$ cat src/rtl/tlbrr_pkg.sv
// Shared types and constants of the fully associative TLB with LRU or random replacement.
// Used by every module of the block; depends on nothing.
package tlbrr_pkg;

    localparam int ENTRIES_DEF    = 32;
    localparam int PAGE_BITS_DEF  = 20;
    localparam int FRAME_BITS_DEF = 20;

    localparam int SEED_BITS      = 32;
    localparam int CFG_INDEX_BITS = 1;
    localparam int CFG_DATA_BITS  = 32;
    localparam int MOD_DIGIT_BITS = 8;

    localparam logic [SEED_BITS-1:0] LFSR_TAPS = 32'h8020_0003;
    localparam logic [SEED_BITS-1:0] SEED_RESET = 32'h0000_0001;

    localparam logic [CFG_INDEX_BITS-1:0] REG_REPLACE_POLICY = 1'b0;
    localparam logic [CFG_INDEX_BITS-1:0] REG_RANDOM_SEED    = 1'b1;

    localparam logic POLICY_RANDOM = 1'b0;
    localparam logic POLICY_LRU    = 1'b1;

    typedef enum logic [1:0] {
        OP_LOOKUP = 2'd0,
        OP_INSERT = 2'd1,
        OP_CLEAR  = 2'd2
    } op_t;

    typedef struct packed {
        logic capture;
        logic select;
        logic reduce;
        logic fetch;
        logic update;
    } cmd_t;

    typedef struct packed {
        logic need_random;
        logic reduce_last;
    } stat_t;

endpackage

$ cat src/rtl/tlbrr_mod.sv
// Residue unit: reduces a 32-bit word modulo a constant, eight bits per step, MSB first.
// Depends on tlbrr_pkg.
module tlbrr_mod #(
    parameter int MODULUS = tlbrr_pkg::ENTRIES_DEF,
    localparam int REM_BITS = $clog2(MODULUS)
) (
    input  logic                           clk,
    input  logic                           rst_n,
    input  logic                           load,
    input  logic [tlbrr_pkg::SEED_BITS-1:0] value,
    input  logic                           step,
    output logic [REM_BITS-1:0]            rem,
    output logic                           last
);
    import tlbrr_pkg::*;

    localparam int STEPS    = SEED_BITS / MOD_DIGIT_BITS;
    localparam int CNT_BITS = $clog2(STEPS);
    localparam logic [REM_BITS:0] MOD_T = (REM_BITS + 1)'(MODULUS);
    localparam logic [CNT_BITS-1:0] CNT_LAST = CNT_BITS'(STEPS - 1);

    logic [SEED_BITS-1:0] value_reg;
    logic [REM_BITS-1:0]  rem_reg;
    logic [REM_BITS-1:0]  rem_next;
    logic [CNT_BITS-1:0]  cnt_reg;
    logic [REM_BITS:0]    trial;

    always_comb
    begin
        rem_next = rem_reg;
        trial    = '0;
        for (int k = 0; k < MOD_DIGIT_BITS; k++)
        begin
            trial = {rem_next, value_reg[SEED_BITS-1-k]};
            if (trial >= MOD_T)
            begin
                trial = trial - MOD_T;
            end
            rem_next = trial[REM_BITS-1:0];
        end
    end

    always_ff @(posedge clk or negedge rst_n)
    begin
        if (!rst_n)
        begin
            cnt_reg <= '0;
        end
        else if (load)
        begin
            cnt_reg <= '0;
        end
        else if (step)
        begin
            cnt_reg <= cnt_reg + CNT_BITS'(1);
        end
    end

    always_ff @(posedge clk)
    begin
        if (load)
        begin
            value_reg <= value;
            rem_reg   <= '0;
        end
        else if (step)
        begin
            value_reg <= value_reg << MOD_DIGIT_BITS;
            rem_reg   <= rem_next;
        end
    end

    assign rem  = rem_reg;
    assign last = (cnt_reg == CNT_LAST);

endmodule

$ cat src/rtl/tlbrr_dp.sv
// Datapath: entry lanes with parallel compare, recency ranks, victim LFSR and result registers.
// Depends on tlbrr_pkg and tlbrr_mod.
module tlbrr_dp #(
    parameter int ENTRIES    = tlbrr_pkg::ENTRIES_DEF,
    parameter int PAGE_BITS  = tlbrr_pkg::PAGE_BITS_DEF,
    parameter int FRAME_BITS = tlbrr_pkg::FRAME_BITS_DEF,
    localparam int SLOT_BITS = $clog2(ENTRIES)
) (
    input  logic                                clk,
    input  logic                                rst_n,
    input  logic                                cfg_write,
    input  logic [tlbrr_pkg::CFG_INDEX_BITS-1:0] cfg_index,
    input  logic [tlbrr_pkg::CFG_DATA_BITS-1:0]  cfg_data,
    input  logic [1:0]                          opcode,
    input  logic [PAGE_BITS-1:0]                virt_page,
    input  logic [FRAME_BITS-1:0]               phys_frame,
    input  tlbrr_pkg::cmd_t                     cmd,
    output tlbrr_pkg::stat_t                    stat,
    output logic                                done,
    output logic                                found,
    output logic [FRAME_BITS-1:0]               frame_out,
    output logic [SLOT_BITS-1:0]                slot_used
);
    import tlbrr_pkg::*;

    localparam logic [SLOT_BITS-1:0] LRU_RANK = SLOT_BITS'(ENTRIES - 1);

    logic [ENTRIES-1:0]    valid_reg;
    logic [PAGE_BITS-1:0]  page_reg [ENTRIES];
    logic [FRAME_BITS-1:0] frame_reg [ENTRIES];
    logic [SLOT_BITS-1:0]  rank_reg [ENTRIES];

    logic                  policy_reg;
    logic [SEED_BITS-1:0]  lfsr_reg;
    logic [SEED_BITS-1:0]  lfsr_next;

    logic [1:0]            op_reg;
    logic [PAGE_BITS-1:0]  req_page_reg;
    logic [FRAME_BITS-1:0] req_frame_reg;
    logic [ENTRIES-1:0]    sel_vec_reg;
    logic                  full_reg;
    logic                  rand_req_reg;
    logic                  found_reg;
    logic [SLOT_BITS-1:0]  slot_reg;
    logic [SLOT_BITS-1:0]  rank_sel_reg;
    logic [FRAME_BITS-1:0] frame_sel_reg;

    logic                  done_reg;
    logic                  found_out_reg;
    logic [FRAME_BITS-1:0] frame_out_reg;
    logic [SLOT_BITS-1:0]  slot_out_reg;

    logic [ENTRIES-1:0]    hit_vec;
    logic [ENTRIES-1:0]    clr_vec;
    logic [ENTRIES-1:0]    lru_vec;
    logic [ENTRIES-1:0]    sel_vec;
    logic                  full;
    logic [ENTRIES-1:0]    first_hot;
    logic [SLOT_BITS-1:0]  slot_enc;
    logic [SLOT_BITS-1:0]  fetch_idx;
    logic [ENTRIES-1:0]    lane_sel;
    logic [SLOT_BITS-1:0]  mod_rem;
    logic                  mod_last;
    logic                  is_lookup;
    logic                  is_insert;
    logic                  is_clear;

    tlbrr_mod #(
        .MODULUS (ENTRIES)
    ) u_mod (
        .clk   (clk),
        .rst_n (rst_n),
        .load  (cmd.select),
        .value (lfsr_next),
        .step  (cmd.reduce),
        .rem   (mod_rem),
        .last  (mod_last)
    );

    always_comb
    begin
        for (int i = 0; i < ENTRIES; i++)
        begin
            hit_vec[i] = valid_reg[i] && (page_reg[i] == virt_page);
            clr_vec[i] = hit_vec[i] && (frame_reg[i] == phys_frame);
            lru_vec[i] = valid_reg[i] && (rank_reg[i] == LRU_RANK);
        end
        full = &valid_reg;
        case (opcode)
            OP_LOOKUP: sel_vec = hit_vec;
            OP_INSERT: sel_vec = full ? lru_vec : ~valid_reg;
            OP_CLEAR:  sel_vec = clr_vec;
            default:   sel_vec = '0;
        endcase
    end

    always_comb
    begin
        first_hot = sel_vec_reg & (~sel_vec_reg + ENTRIES'(1));
        slot_enc  = '0;
        for (int i = 0; i < ENTRIES; i++)
        begin
            if (first_hot[i])
            begin
                slot_enc = slot_enc | SLOT_BITS'(i);
            end
        end
    end

    always_comb
    begin
        lfsr_next = {1'b0, lfsr_reg[SEED_BITS-1:1]} ^ (lfsr_reg[0] ? LFSR_TAPS : '0);
        if (lfsr_next == '0)
        begin
            lfsr_next = SEED_RESET;
        end
    end

    assign fetch_idx = rand_req_reg ? mod_rem : slot_reg;
    assign is_lookup = (op_reg == OP_LOOKUP);
    assign is_insert = (op_reg == OP_INSERT);
    assign is_clear  = (op_reg == OP_CLEAR);

    always_comb
    begin
        for (int i = 0; i < ENTRIES; i++)
        begin
            lane_sel[i] = (SLOT_BITS'(i) == slot_reg);
        end
    end

    // configuration and victim generator
    always_ff @(posedge clk or negedge rst_n)
    begin
        if (!rst_n)
        begin
            policy_reg <= POLICY_LRU;
            lfsr_reg   <= SEED_RESET;
        end
        else if (cfg_write)
        begin
            case (cfg_index)
                REG_REPLACE_POLICY: policy_reg <= cfg_data[0];
                REG_RANDOM_SEED:    lfsr_reg   <= (cfg_data == '0) ? SEED_RESET : cfg_data;
                default:            ;
            endcase
        end
        else if (cmd.select && rand_req_reg)
        begin
            lfsr_reg <= lfsr_next;
        end
    end

    always_ff @(posedge clk or negedge rst_n)
    begin
        if (!rst_n)
        begin
            rand_req_reg <= 1'b0;
            done_reg     <= 1'b0;
        end
        else
        begin
            done_reg <= cmd.update;
            if (cmd.capture)
            begin
                rand_req_reg <= (opcode == OP_INSERT) && full && (policy_reg == POLICY_RANDOM);
            end
        end
    end

    // request capture, selection and fetch
    always_ff @(posedge clk)
    begin
        if (cmd.capture)
        begin
            op_reg        <= opcode;
            req_page_reg  <= virt_page;
            req_frame_reg <= phys_frame;
            sel_vec_reg   <= sel_vec;
            full_reg      <= full;
        end
        if (cmd.select)
        begin
            slot_reg  <= slot_enc;
            found_reg <= |sel_vec_reg;
        end
        else if (cmd.fetch)
        begin
            slot_reg      <= fetch_idx;
            rank_sel_reg  <= rank_reg[fetch_idx];
            frame_sel_reg <= frame_reg[fetch_idx];
        end
    end

    always_ff @(posedge clk or negedge rst_n)
    begin
        if (!rst_n)
        begin
            valid_reg <= '0;
        end
        else if (cmd.update)
        begin
            case (op_reg)
                OP_INSERT:
                begin
                    if (!full_reg)
                    begin
                        valid_reg[slot_reg] <= 1'b1;
                    end
                end
                OP_CLEAR:
                begin
                    if (found_reg)
                    begin
                        valid_reg[slot_reg] <= 1'b0;
                    end
                end
                default: ;
            endcase
        end
    end

    // lane updates: contents and recency
    always_ff @(posedge clk)
    begin
        if (cmd.update)
        begin
            for (int i = 0; i < ENTRIES; i++)
            begin
                case (op_reg)
                    OP_LOOKUP:
                    begin
                        if (found_reg)
                        begin
                            if (lane_sel[i])
                            begin
                                rank_reg[i] <= '0;
                            end
                            else if (valid_reg[i] && (rank_reg[i] < rank_sel_reg))
                            begin
                                rank_reg[i] <= rank_reg[i] + SLOT_BITS'(1);
                            end
                        end
                    end
                    OP_INSERT:
                    begin
                        if (lane_sel[i])
                        begin
                            page_reg[i]  <= req_page_reg;
                            frame_reg[i] <= req_frame_reg;
                            rank_reg[i]  <= '0;
                        end
                        else if (valid_reg[i] && (!full_reg || (rank_reg[i] < rank_sel_reg)))
                        begin
                            rank_reg[i] <= rank_reg[i] + SLOT_BITS'(1);
                        end
                    end
                    OP_CLEAR:
                    begin
                        if (found_reg && !lane_sel[i] && valid_reg[i]
                            && (rank_reg[i] > rank_sel_reg))
                        begin
                            rank_reg[i] <= rank_reg[i] - SLOT_BITS'(1);
                        end
                    end
                    default: ;
                endcase
            end
        end
    end

    // result registers
    always_ff @(posedge clk)
    begin
        if (cmd.update)
        begin
            found_out_reg <= (is_lookup || is_clear) && found_reg;
            frame_out_reg <= (is_lookup && found_reg) ? frame_sel_reg : '0;
            slot_out_reg  <= (is_insert || ((is_lookup || is_clear) && found_reg))
                             ? slot_reg : '0;
        end
    end

    assign stat.need_random = rand_req_reg;
    assign stat.reduce_last = mod_last;

    assign done      = done_reg;
    assign found     = found_out_reg;
    assign frame_out = frame_out_reg;
    assign slot_used = slot_out_reg;

endmodule

$ cat src/rtl/tlbrr_ctrl.sv
// Controller: one-hot sequencer of capture, select, reduce, fetch and update steps.
// Depends on tlbrr_pkg.
module tlbrr_ctrl (
    input  logic             clk,
    input  logic             rst_n,
    input  logic             start,
    input  tlbrr_pkg::stat_t stat,
    output tlbrr_pkg::cmd_t  cmd,
    output logic             busy
);
    import tlbrr_pkg::*;

    typedef enum logic [4:0] {
        S_IDLE   = 5'b00001,
        S_SELECT = 5'b00010,
        S_REDUCE = 5'b00100,
        S_FETCH  = 5'b01000,
        S_UPDATE = 5'b10000
    } state_t;

    state_t state_reg;
    state_t state_next;

    always_comb
    begin
        case (state_reg)
            S_IDLE:   state_next = start ? S_SELECT : S_IDLE;
            S_SELECT: state_next = stat.need_random ? S_REDUCE : S_FETCH;
            S_REDUCE: state_next = stat.reduce_last ? S_FETCH : S_REDUCE;
            S_FETCH:  state_next = S_UPDATE;
            S_UPDATE: state_next = S_IDLE;
            default:  state_next = S_IDLE;
        endcase
    end

    always_ff @(posedge clk or negedge rst_n)
    begin
        if (!rst_n)
        begin
            state_reg <= S_IDLE;
        end
        else
        begin
            state_reg <= state_next;
        end
    end

    assign busy        = (state_reg != S_IDLE);
    assign cmd.capture = (state_reg == S_IDLE) && start;
    assign cmd.select  = (state_reg == S_SELECT);
    assign cmd.reduce  = (state_reg == S_REDUCE);
    assign cmd.fetch   = (state_reg == S_FETCH);
    assign cmd.update  = (state_reg == S_UPDATE);

endmodule

$ cat src/rtl/tlb_lru_random_replace.sv
// Top level of the fully associative TLB with LRU or random replacement.
// Depends on tlbrr_pkg, tlbrr_ctrl and tlbrr_dp.
//
// Requests (opcode, virt_page, phys_frame) transfer at a rising edge with start high and
// busy low. Opcodes: lookup, insert, clear; any other code gives an all-zero result.
// Each request gives one result (found, frame_out, slot_used), shown for exactly one
// cycle with done high; the receiver cannot stall it.
// Sequence: capture, select, fetch, update; done rises at the same edge at which busy falls,
// and no new request transfers while busy is high. An insert into a full table under
// random policy adds reduce steps after select: the residue of the LFSR state modulo the
// entry count is formed eight bits per cycle.
// The entry compare runs over all lanes in parallel in the cycle of the transfer.
// Configuration: cfg_write with cfg_index 0 sets the policy (0 random, 1 LRU), index 1
// loads the seed into the LFSR (zero loads 1). Write only while busy is low.
// Reset: all entries invalid, policy LRU, LFSR state 1; no clearing pass.
module tlb_lru_random_replace #(
    parameter int ENTRIES    = tlbrr_pkg::ENTRIES_DEF,
    parameter int PAGE_BITS  = tlbrr_pkg::PAGE_BITS_DEF,
    parameter int FRAME_BITS = tlbrr_pkg::FRAME_BITS_DEF,
    localparam int SLOT_BITS = $clog2(ENTRIES)
) (
    input  logic                                clk,
    input  logic                                rst_n,
    input  logic                                cfg_write,
    input  logic [tlbrr_pkg::CFG_INDEX_BITS-1:0] cfg_index,
    input  logic [tlbrr_pkg::CFG_DATA_BITS-1:0]  cfg_data,
    input  logic                                start,
    output logic                                busy,
    input  logic [1:0]                          opcode,
    input  logic [PAGE_BITS-1:0]                virt_page,
    input  logic [FRAME_BITS-1:0]               phys_frame,
    output logic                                done,
    output logic                                found,
    output logic [FRAME_BITS-1:0]               frame_out,
    output logic [SLOT_BITS-1:0]                slot_used
);
    import tlbrr_pkg::*;

    cmd_t  cmd;
    stat_t stat;

    tlbrr_ctrl u_ctrl (
        .clk   (clk),
        .rst_n (rst_n),
        .start (start),
        .stat  (stat),
        .cmd   (cmd),
        .busy  (busy)
    );

    tlbrr_dp #(
        .ENTRIES    (ENTRIES),
        .PAGE_BITS  (PAGE_BITS),
        .FRAME_BITS (FRAME_BITS)
    ) u_dp (
        .clk        (clk),
        .rst_n      (rst_n),
        .cfg_write  (cfg_write),
        .cfg_index  (cfg_index),
        .cfg_data   (cfg_data),
        .opcode     (opcode),
        .virt_page  (virt_page),
        .phys_frame (phys_frame),
        .cmd        (cmd),
        .stat       (stat),
        .done       (done),
        .found      (found),
        .frame_out  (frame_out),
        .slot_used  (slot_used)
    );

endmodule

$ cat config.mk
export PLATFORM = sky130hd
export DESIGN_NAME = tlb_lru_random_replace
export DESIGN_NICKNAME = d
export VERILOG_FILES = /design/src/rtl/tlbrr_pkg.sv /design/src/rtl/tlbrr_mod.sv /design/src/rtl/tlbrr_dp.sv /design/src/rtl/tlbrr_ctrl.sv /design/src/rtl/tlb_lru_random_replace.sv
export SDC_FILE = /design/constraint.sdc
export NUM_CORES = 2
export LEC_CHECK = 0
export BUFFER_PORTS_ARGS = -buffer_cell sky130_fd_sc_hd__buf_2
export CAP_MARGIN = 10
export CORE_MARGIN = 3
export CORE_UTILIZATION = 60
export CTS_BUF_LIST = sky130_fd_sc_hd__clkbuf_4 sky130_fd_sc_hd__clkbuf_8
export CTS_CLUSTER_DIAMETER = 150
export DETAILED_ROUTE_END_ITERATION = 10
export PLACE_DENSITY = 0.81
export SLEW_MARGIN = 10
export SYNTH_ARGS = -nofsm -noshare
export SYNTH_HDL_FRONTEND = slang
export SYNTH_SLANG_ARGS = --single-unit
$ cat constraint.sdc
create_clock -name clk -period 5.5 [get_ports clk]
set_input_delay 0.55 -clock clk [delete_from_list [all_inputs] [get_ports clk]]
set_output_delay 0.55 -clock clk [all_outputs]
set_load 0.02 [all_outputs]
-- Word level (Yosys, flattened, before mapping)
Memory sizes are Yosys's and may differ from the RTL's. A register that Yosys moved wholly into a read port is not among the register bits.
Index checks and enable logic that the tools add are counted.
- add/sub/neg operators: 74
- magnitude comparators: 74
- equal/unequal tests: 143
- muxes and demuxes: 1127
- bitwise logic cells: 137
- reduce and logical (&&, ||, !) cells: 406
- operator list (operator ; count):
    $eq 20x20->1 ; 64
    $mux 20 ; 62
    $reduce_or 20->1 ; 62
    $mux 5 ; 220
    $mux 1 ; 802
    $mux 32 ; 19
    $logic_and 1x1->1 ; 263
    $sub 5x1->5 const B ; 40
    $eq 5x5->1 const B ; 33
    $add 5x1->5 const B ; 32
    $gt 5x5->1 ; 32
    $lt 5x5->1 ; 32
    $or 1x1->1 ; 128
    $not 32->32 ; 3
    $pmux 32 s3 ; 1
    $eq 5x5->1 const A ; 16
    $and 32x32->32 ; 2
    $logic_not 32->1 ; 2
    $pmux 32 s2 ; 1
    $ge 6x6->1 const B ; 8
    $eq 4x5->1 const A ; 8
    $mux 4 ; 10
    $logic_or 1x1->1 ; 34
    $logic_not 1->1 ; 33
    other kinds (31) ; 54
- bits in registers: 218
- memory bits (writable): 1440
- input port bits: 79
- memories kept: 3
- memory list (memory ; depth ; bits a word ; read ports ; clocked after Yosys merged registers in ; write ports ; RTL line ; source):
    u_dp.frame_reg ; 32 ; 20 ; 33 ; 1 ; 1 ; tlbrr_dp.sv:30 ; logic [FRAME_BITS-1:0] frame_reg [ENTRIES];
    u_dp.page_reg ; 32 ; 20 ; 32 ; 0 ; 1 ; tlbrr_dp.sv:29 ; logic [PAGE_BITS-1:0] page_reg [ENTRIES];
    u_dp.rank_reg ; 32 ; 5 ; 33 ; 1 ; 32 ; tlbrr_dp.sv:31 ; logic [SLOT_BITS-1:0] rank_reg [ENTRIES];

-- Logic depth before layout (Yosys ltp)
- word-level depth: 37
- depth in mapped cells: 10
- gate-level depth less buffers: 8

-- Cells and area by module
A second synthesis with hierarchy kept.
- cell total of the unflattened synthesis: 6573
- area, all modules: 85007.8 um^2
- by module, submodules not included (module ; instances ; cells each ; area each (um^2)):
    tlbrr_dp ; 1 ; 6483 ; 83611.4
    tlbrr_mod ; 1 ; 67 ; 1132.3
    tlbrr_ctrl ; 1 ; 23 ; 264.0

-- Worst setup path before layout
OpenSTA, ideal clock, no wires.
- path kind: register to register
- from: register u_dp.slot_reg[2]
- to: memory u_dp.rank_reg[16][0] in the netlist's numbering, enable pin
- library setup time: 384 ps
- arrival time: 3723 ps
- data required time: 5116 ps
- path slack: 1393 ps
- cell stages (with the launch flop): 7
- buffers on the path: 1
- clock period less this slack: 4107 ps
- path through: edfxtp_1 buf_2 nor3b_1 nand2_1 nor2_1 nor3_1 o41ai_1
- RTL lines (element ; RTL line ; source):
    start, declared ; tlbrr_dp.sv:44 ; logic [SLOT_BITS-1:0] slot_reg;
    start signal, assigned ; tlbrr_dp.sv:184 ; slot_reg <= slot_enc;
    start signal, assigned ; tlbrr_dp.sv:189 ; slot_reg <= fetch_idx;
    end, declared ; tlbrr_dp.sv:31 ;

-- Worst setup path after layout
- from: register u_dp.rand_req_reg
- to: register u_dp.frame_sel_reg[9], read port of u_dp.frame_reg (data pin)
- word-level cells in the longest chain between the ends: 1
- ends and longest elaborated chain (element ; RTL line ; source):
    start, declared ; tlbrr_dp.sv:42 ; logic rand_req_reg;
    start signal, assigned ; tlbrr_dp.sv:166 ; rand_req_reg <= (opcode == OP_INSERT) && full && (policy_reg == POLICY_RANDOM);
    $mux 5 ; tlbrr_dp.sv:119 ; assign fetch_idx = rand_req_reg ? mod_rem : slot_reg;
    end, declared ; tlbrr_dp.sv:46 ; logic [FRAME_BITS-1:0] frame_sel_reg;
Every way passes these cells.
A chain may end at the register's enable or synchronous reset.

==> out/metrics.sh <==
RUN_STATUS='completed'
PLACED_AREA_MM2=0.08775
DIE_AREA_MM2=0.1452
WORSTSETUPENDPOINTTYPE='register'
SYN_AREA_MM2=0.08441
TOTAL_VIA_COUNT_AFTER_DETAILED_ROUTING=61077
LARGEST_NET_DEGREE_AT_THE_START_OF_GLOBAL_ROUTING=102
CTS.REPORTEDPATHS.CLKPINSLEW_NS=0.06
IO_PINS=107
GROUTE.USAGE.OVERALL=0.3837
DRIVE_GT1_FRAC=0.1508
CLOCK_PATH_BUFFERS=4
SYNTH_NETS=6664
CRITPATHBUFINV=2
PATH_CELLS='mux2i_4 -> buf_12 -> buf_4 -> mux4_2 -> a22oi_1 -> nand4_1'
GRT_PASS1_VIAS=59185
FINALWORSTPATHREQUIREDPERIOD_NS=4.200
SYNTH_CELL_TYPE_COUNT=96
WORSTHOLDPATHTYPE='input port to register'
YOSYS.AREA_SHARE.XOR_XNOR=0.1365
H-TREE-DEPTH=5
WL_PER_CELL_UM=32.39
DRV_SLEW=0
PLACED_CELLS=8190
SYNTH_FF_TYPE='sky130_fd_sc_hd__edfxtp_1'
TOP_CELL_TYPE_S_SHARE_OF_SYNTHESIZED_AREA=0.5663
LAYOUT_WORST_PATH_CYCLE_SHARE=0.7636
TIMING.CLOCK.SKEW_NS=0.1076
DETAILEDROUTE.FIRSTPASSITERATIONCOUNT=9
SYN_INST=6328
DIE_WIDTH_UM=381.1
TOP_CELLS_BY_AREA_IN_THE_SYNTHESIZED_NETLIST='sky130_fd_sc_hd__edfxtp_1, sky130_fd_sc_hd__xnor2_1, sky130_fd_sc_hd__mux4_2'
WORST_SKEW_LATE_LATENCY_NS=1.04
FINAL_CELL_MIX='sky130_fd_sc_hd__edfxtp_1, sky130_fd_sc_hd__xnor2_1, sky130_fd_sc_hd__nand2_1'
SYNTH-COMPOUND-AREA-SHARE=0.06747
CRITICAL_PATH_ARRIVAL_NS=4.88
TIMING.FMAX_MHz=238.1
SYNTH_SEQ_AREA_SHARE=0.5895
DRC_VIOLATION_COUNT_AFTER_ROUTING=0
HPWL_MM=188.6
SYNTH-EDFF-COUNT=1592
TRITONCTS='built'
NUMPORTBUFFERS=106
TNS_NS=0
CTS_SETUP_BUFFERS=0
N_FILL_CELL=9567
POSTSYNTHREGISTERBITS=1671
SYNTH_TOP_FAMILY_BY_AREA='XOR/XNOR gates'
PLACEABLECOREAREA_MM2=0.1395
DIE_HEIGHT_UM=381.1
POST_SYNTHESIS_MUX_AREA_SHARE=0.04460
TIMING.MAX_SLEW.REL_SLACK=0.07931
FINAL_CELL_AREA_MM2=0.09387
TIMING_WORST_SLEW_PIN_VALUE_NS=1.381
POWER.DENSITY_mW_PER_MM2=334.7
VDD_DROP_MAX_mV=0.3016
NUMBER_OF_MAX_CAP_VIOLATIONS=0
FIN_UTIL=0.6728
RSZ0062_AT_GRT='no'
WORST_EP_REQUIRED_NS=6.18
FINISH.CELL_COUNT_WITHOUT_FILLERS=8739
FINALNETCOUNT=6984
POWER.STATIC_LEAKAGE_nW=31.06
CTS.ROOT.BUFFER_CELL='sky130_fd_sc_hd__clkbuf_8'
SYNTH-ADDER-AREA-SHARE=0.03809
SETUP.WORST_PATH.START_CLASS='register'
ANTENNA_LEFT=0
INITIAL_CORE_UTIL=0.6050
SETUP_VIOL=0
GP_CONGESTION=1.033
SYNTH-ASYNC-RESET-RATIO=0.04428
ROW_COUNT=137
SYNTH_SIMPLE_GATE_AREA_FRAC=0.1007
CRITPATHMAXFANOUT=45
SYNTHESIS.AREA_PER_INSTANCE_UM2=13.34
LAYOUT-AREA-OVERHEAD-VS-SYNTH_PCT=11.20
WORSTSETUPPATHTYPE='register to register'
MAX_STAGE_DELAY_NS=1.03
POSTROUTEWIRELENGTH_MM=283.1
HOLD_VIOL_FINAL=0
NUMCLOCKSINKS=1671
POST-SYNTH-TOP-AREA-CELL='sky130_fd_sc_hd__edfxtp_1'
DRT_FIRST_ITER_VIOLATIONS=10639
PATH_DELAY_FAMILY='multiplexers'
NUMBER_OF_CTS_INSERTED_BUFFERS=289
GRT_FIRST_PASS_WIRELENGTH_MM=405.8
YS.WARNINGS.COUNT=0
TOTAL_CONGESTION_OVERFLOW_AFTER_GLOBAL_ROUTING=0
ROUTED_VIA_DENSITY=6.989
POST_CTS.RESIZED_INSTANCES=0
GRT_ANTENNA_BEFORE_REPAIR=23
COMMONEST_NON_FILL_NON_TAP_CELL_IN_THE_LAYOUT='sky130_fd_sc_hd__edfxtp_1'
CRITICAL_PATH.SLOWEST_CELL='sky130_fd_sc_hd__dfrtp_1'
synth_stat cells (16+ instances only):
library cell	instances
sky130_fd_sc_hd__edfxtp_1	1592
sky130_fd_sc_hd__xnor2_1	946
sky130_fd_sc_hd__nand2_1	401
sky130_fd_sc_hd__xor2_1	370
sky130_fd_sc_hd__nand4_1	258
sky130_fd_sc_hd__ha_1	257
sky130_fd_sc_hd__nor2_1	253
sky130_fd_sc_hd__nand3_1	212
sky130_fd_sc_hd__nor4_1	157
sky130_fd_sc_hd__mux4_2	146
sky130_fd_sc_hd__o21ai_0	134
sky130_fd_sc_hd__clkbuf_1	128
sky130_fd_sc_hd__inv_1	126
sky130_fd_sc_hd__a21oi_1	107
sky130_fd_sc_hd__buf_2	95
sky130_fd_sc_hd__a22oi_1	90
sky130_fd_sc_hd__dfrtp_1	71
sky130_fd_sc_hd__buf_1	70
sky130_fd_sc_hd__nand2b_1	66
sky130_fd_sc_hd__and3_1	63
sky130_fd_sc_hd__a221oi_1	61
sky130_fd_sc_hd__nor3_1	61
sky130_fd_sc_hd__o2111ai_1	56
sky130_fd_sc_hd__a31oi_1	55
sky130_fd_sc_hd__o31ai_1	44
sky130_fd_sc_hd__nor2b_1	35
sky130_fd_sc_hd__and2_1	34
sky130_fd_sc_hd__a22o_1	32
sky130_fd_sc_hd__mux2_2	23
sky130_fd_sc_hd__a41oi_1	21
sky130_fd_sc_hd__buf_4	20
sky130_fd_sc_hd__mux2i_1	19
sky130_fd_sc_hd__o21ai_1	16
path summary, 6_finish.rpt:
kind                                              from                    endpoint  slack, ns  depth (start not counted)
min in group asynchronous                        rst_n  asynchronous set/reset pin       0.54                          3
worst min register to register  u_dp.req_frame_reg[17]       u_dp.frame_reg[9][17]       0.44                          0
max in group asynchronous                        rst_n  asynchronous set/reset pin       3.48                          4
worst max register to register       u_dp.rand_req_reg       u_dp.frame_sel_reg[9]       1.30                          6
worst min-delay path                     phys_frame[8]       u_dp.req_frame_reg[8]       0.06                          1
worst max-delay path                 u_dp.rand_req_reg       u_dp.frame_sel_reg[9]       1.30                          6
what timing repair did:
item                                    4_1_cts  5_1_grt
endpoints found under the hold margin        57        0
hold buffers                                 42        0
endpoints found under the setup margin        0        0
layout make-up:
type,instances,area (um^2),share of cell area
Sequential cell,1671,49760,0.5301
Multi-Input combinational cell,4207,33060,0.3522
Clock buffer,390,4817,0.05132
Timing Repair Buffer,350,2530,0.02695
Tap cell,1876,2347,0.02500
Clock inverter,101,830.8,0.008850
Inverter,129,486.7,0.005185
Antenna cell,15,37.54,0.0003999
power by group:
group          internal (mW)  total (mW)  leakage (nW)  switching (mW)
Combinational           1.39        4.80          13.0            3.41
Sequential              14.8        15.2          15.1           0.399
Clock                   6.36        11.4          2.98            5.08
Total                   22.5        31.4          31.1            8.89
logic make-up after synthesis:
kind of cell	count (synthesis)
AOI/OAI and AO/OA	801
muxes	190
and+or+nand+nor	1643
DFF	1671
buffers and inverters	450
adders and majority gates	257
xor gates and xnor gates	1316
stage by stage:
stage	total power [mW]	setup WS (ns)	hold WS, ns
after floorplan	17.89	1.393	0.2544
after global placement	19.83	1.633	0.4351
after detailed placement	19.95	1.495	0.4326
after CTS	31.18	1.486	0.004045
after global routing	32.11	1.349	0.03059
final	31.42	1.300	0.06110
per-layer routing:
layer | wire (um) | track usage | part of all wire | up-vias
met4 | 18620 | 0.2104 | 0.066 | 20
li1 | - | - | - | 24577
met2 | 122200 | 0.5643 | 0.43 | 5632
met5 | 127 | 0 | 0.00045 | -
met3 | 44690 | 0.1232 | 0.16 | 1218
met1 | 97460 | 0.5084 | 0.34 | 29630
No activity file was read; power rests on OpenSTA's default activity.
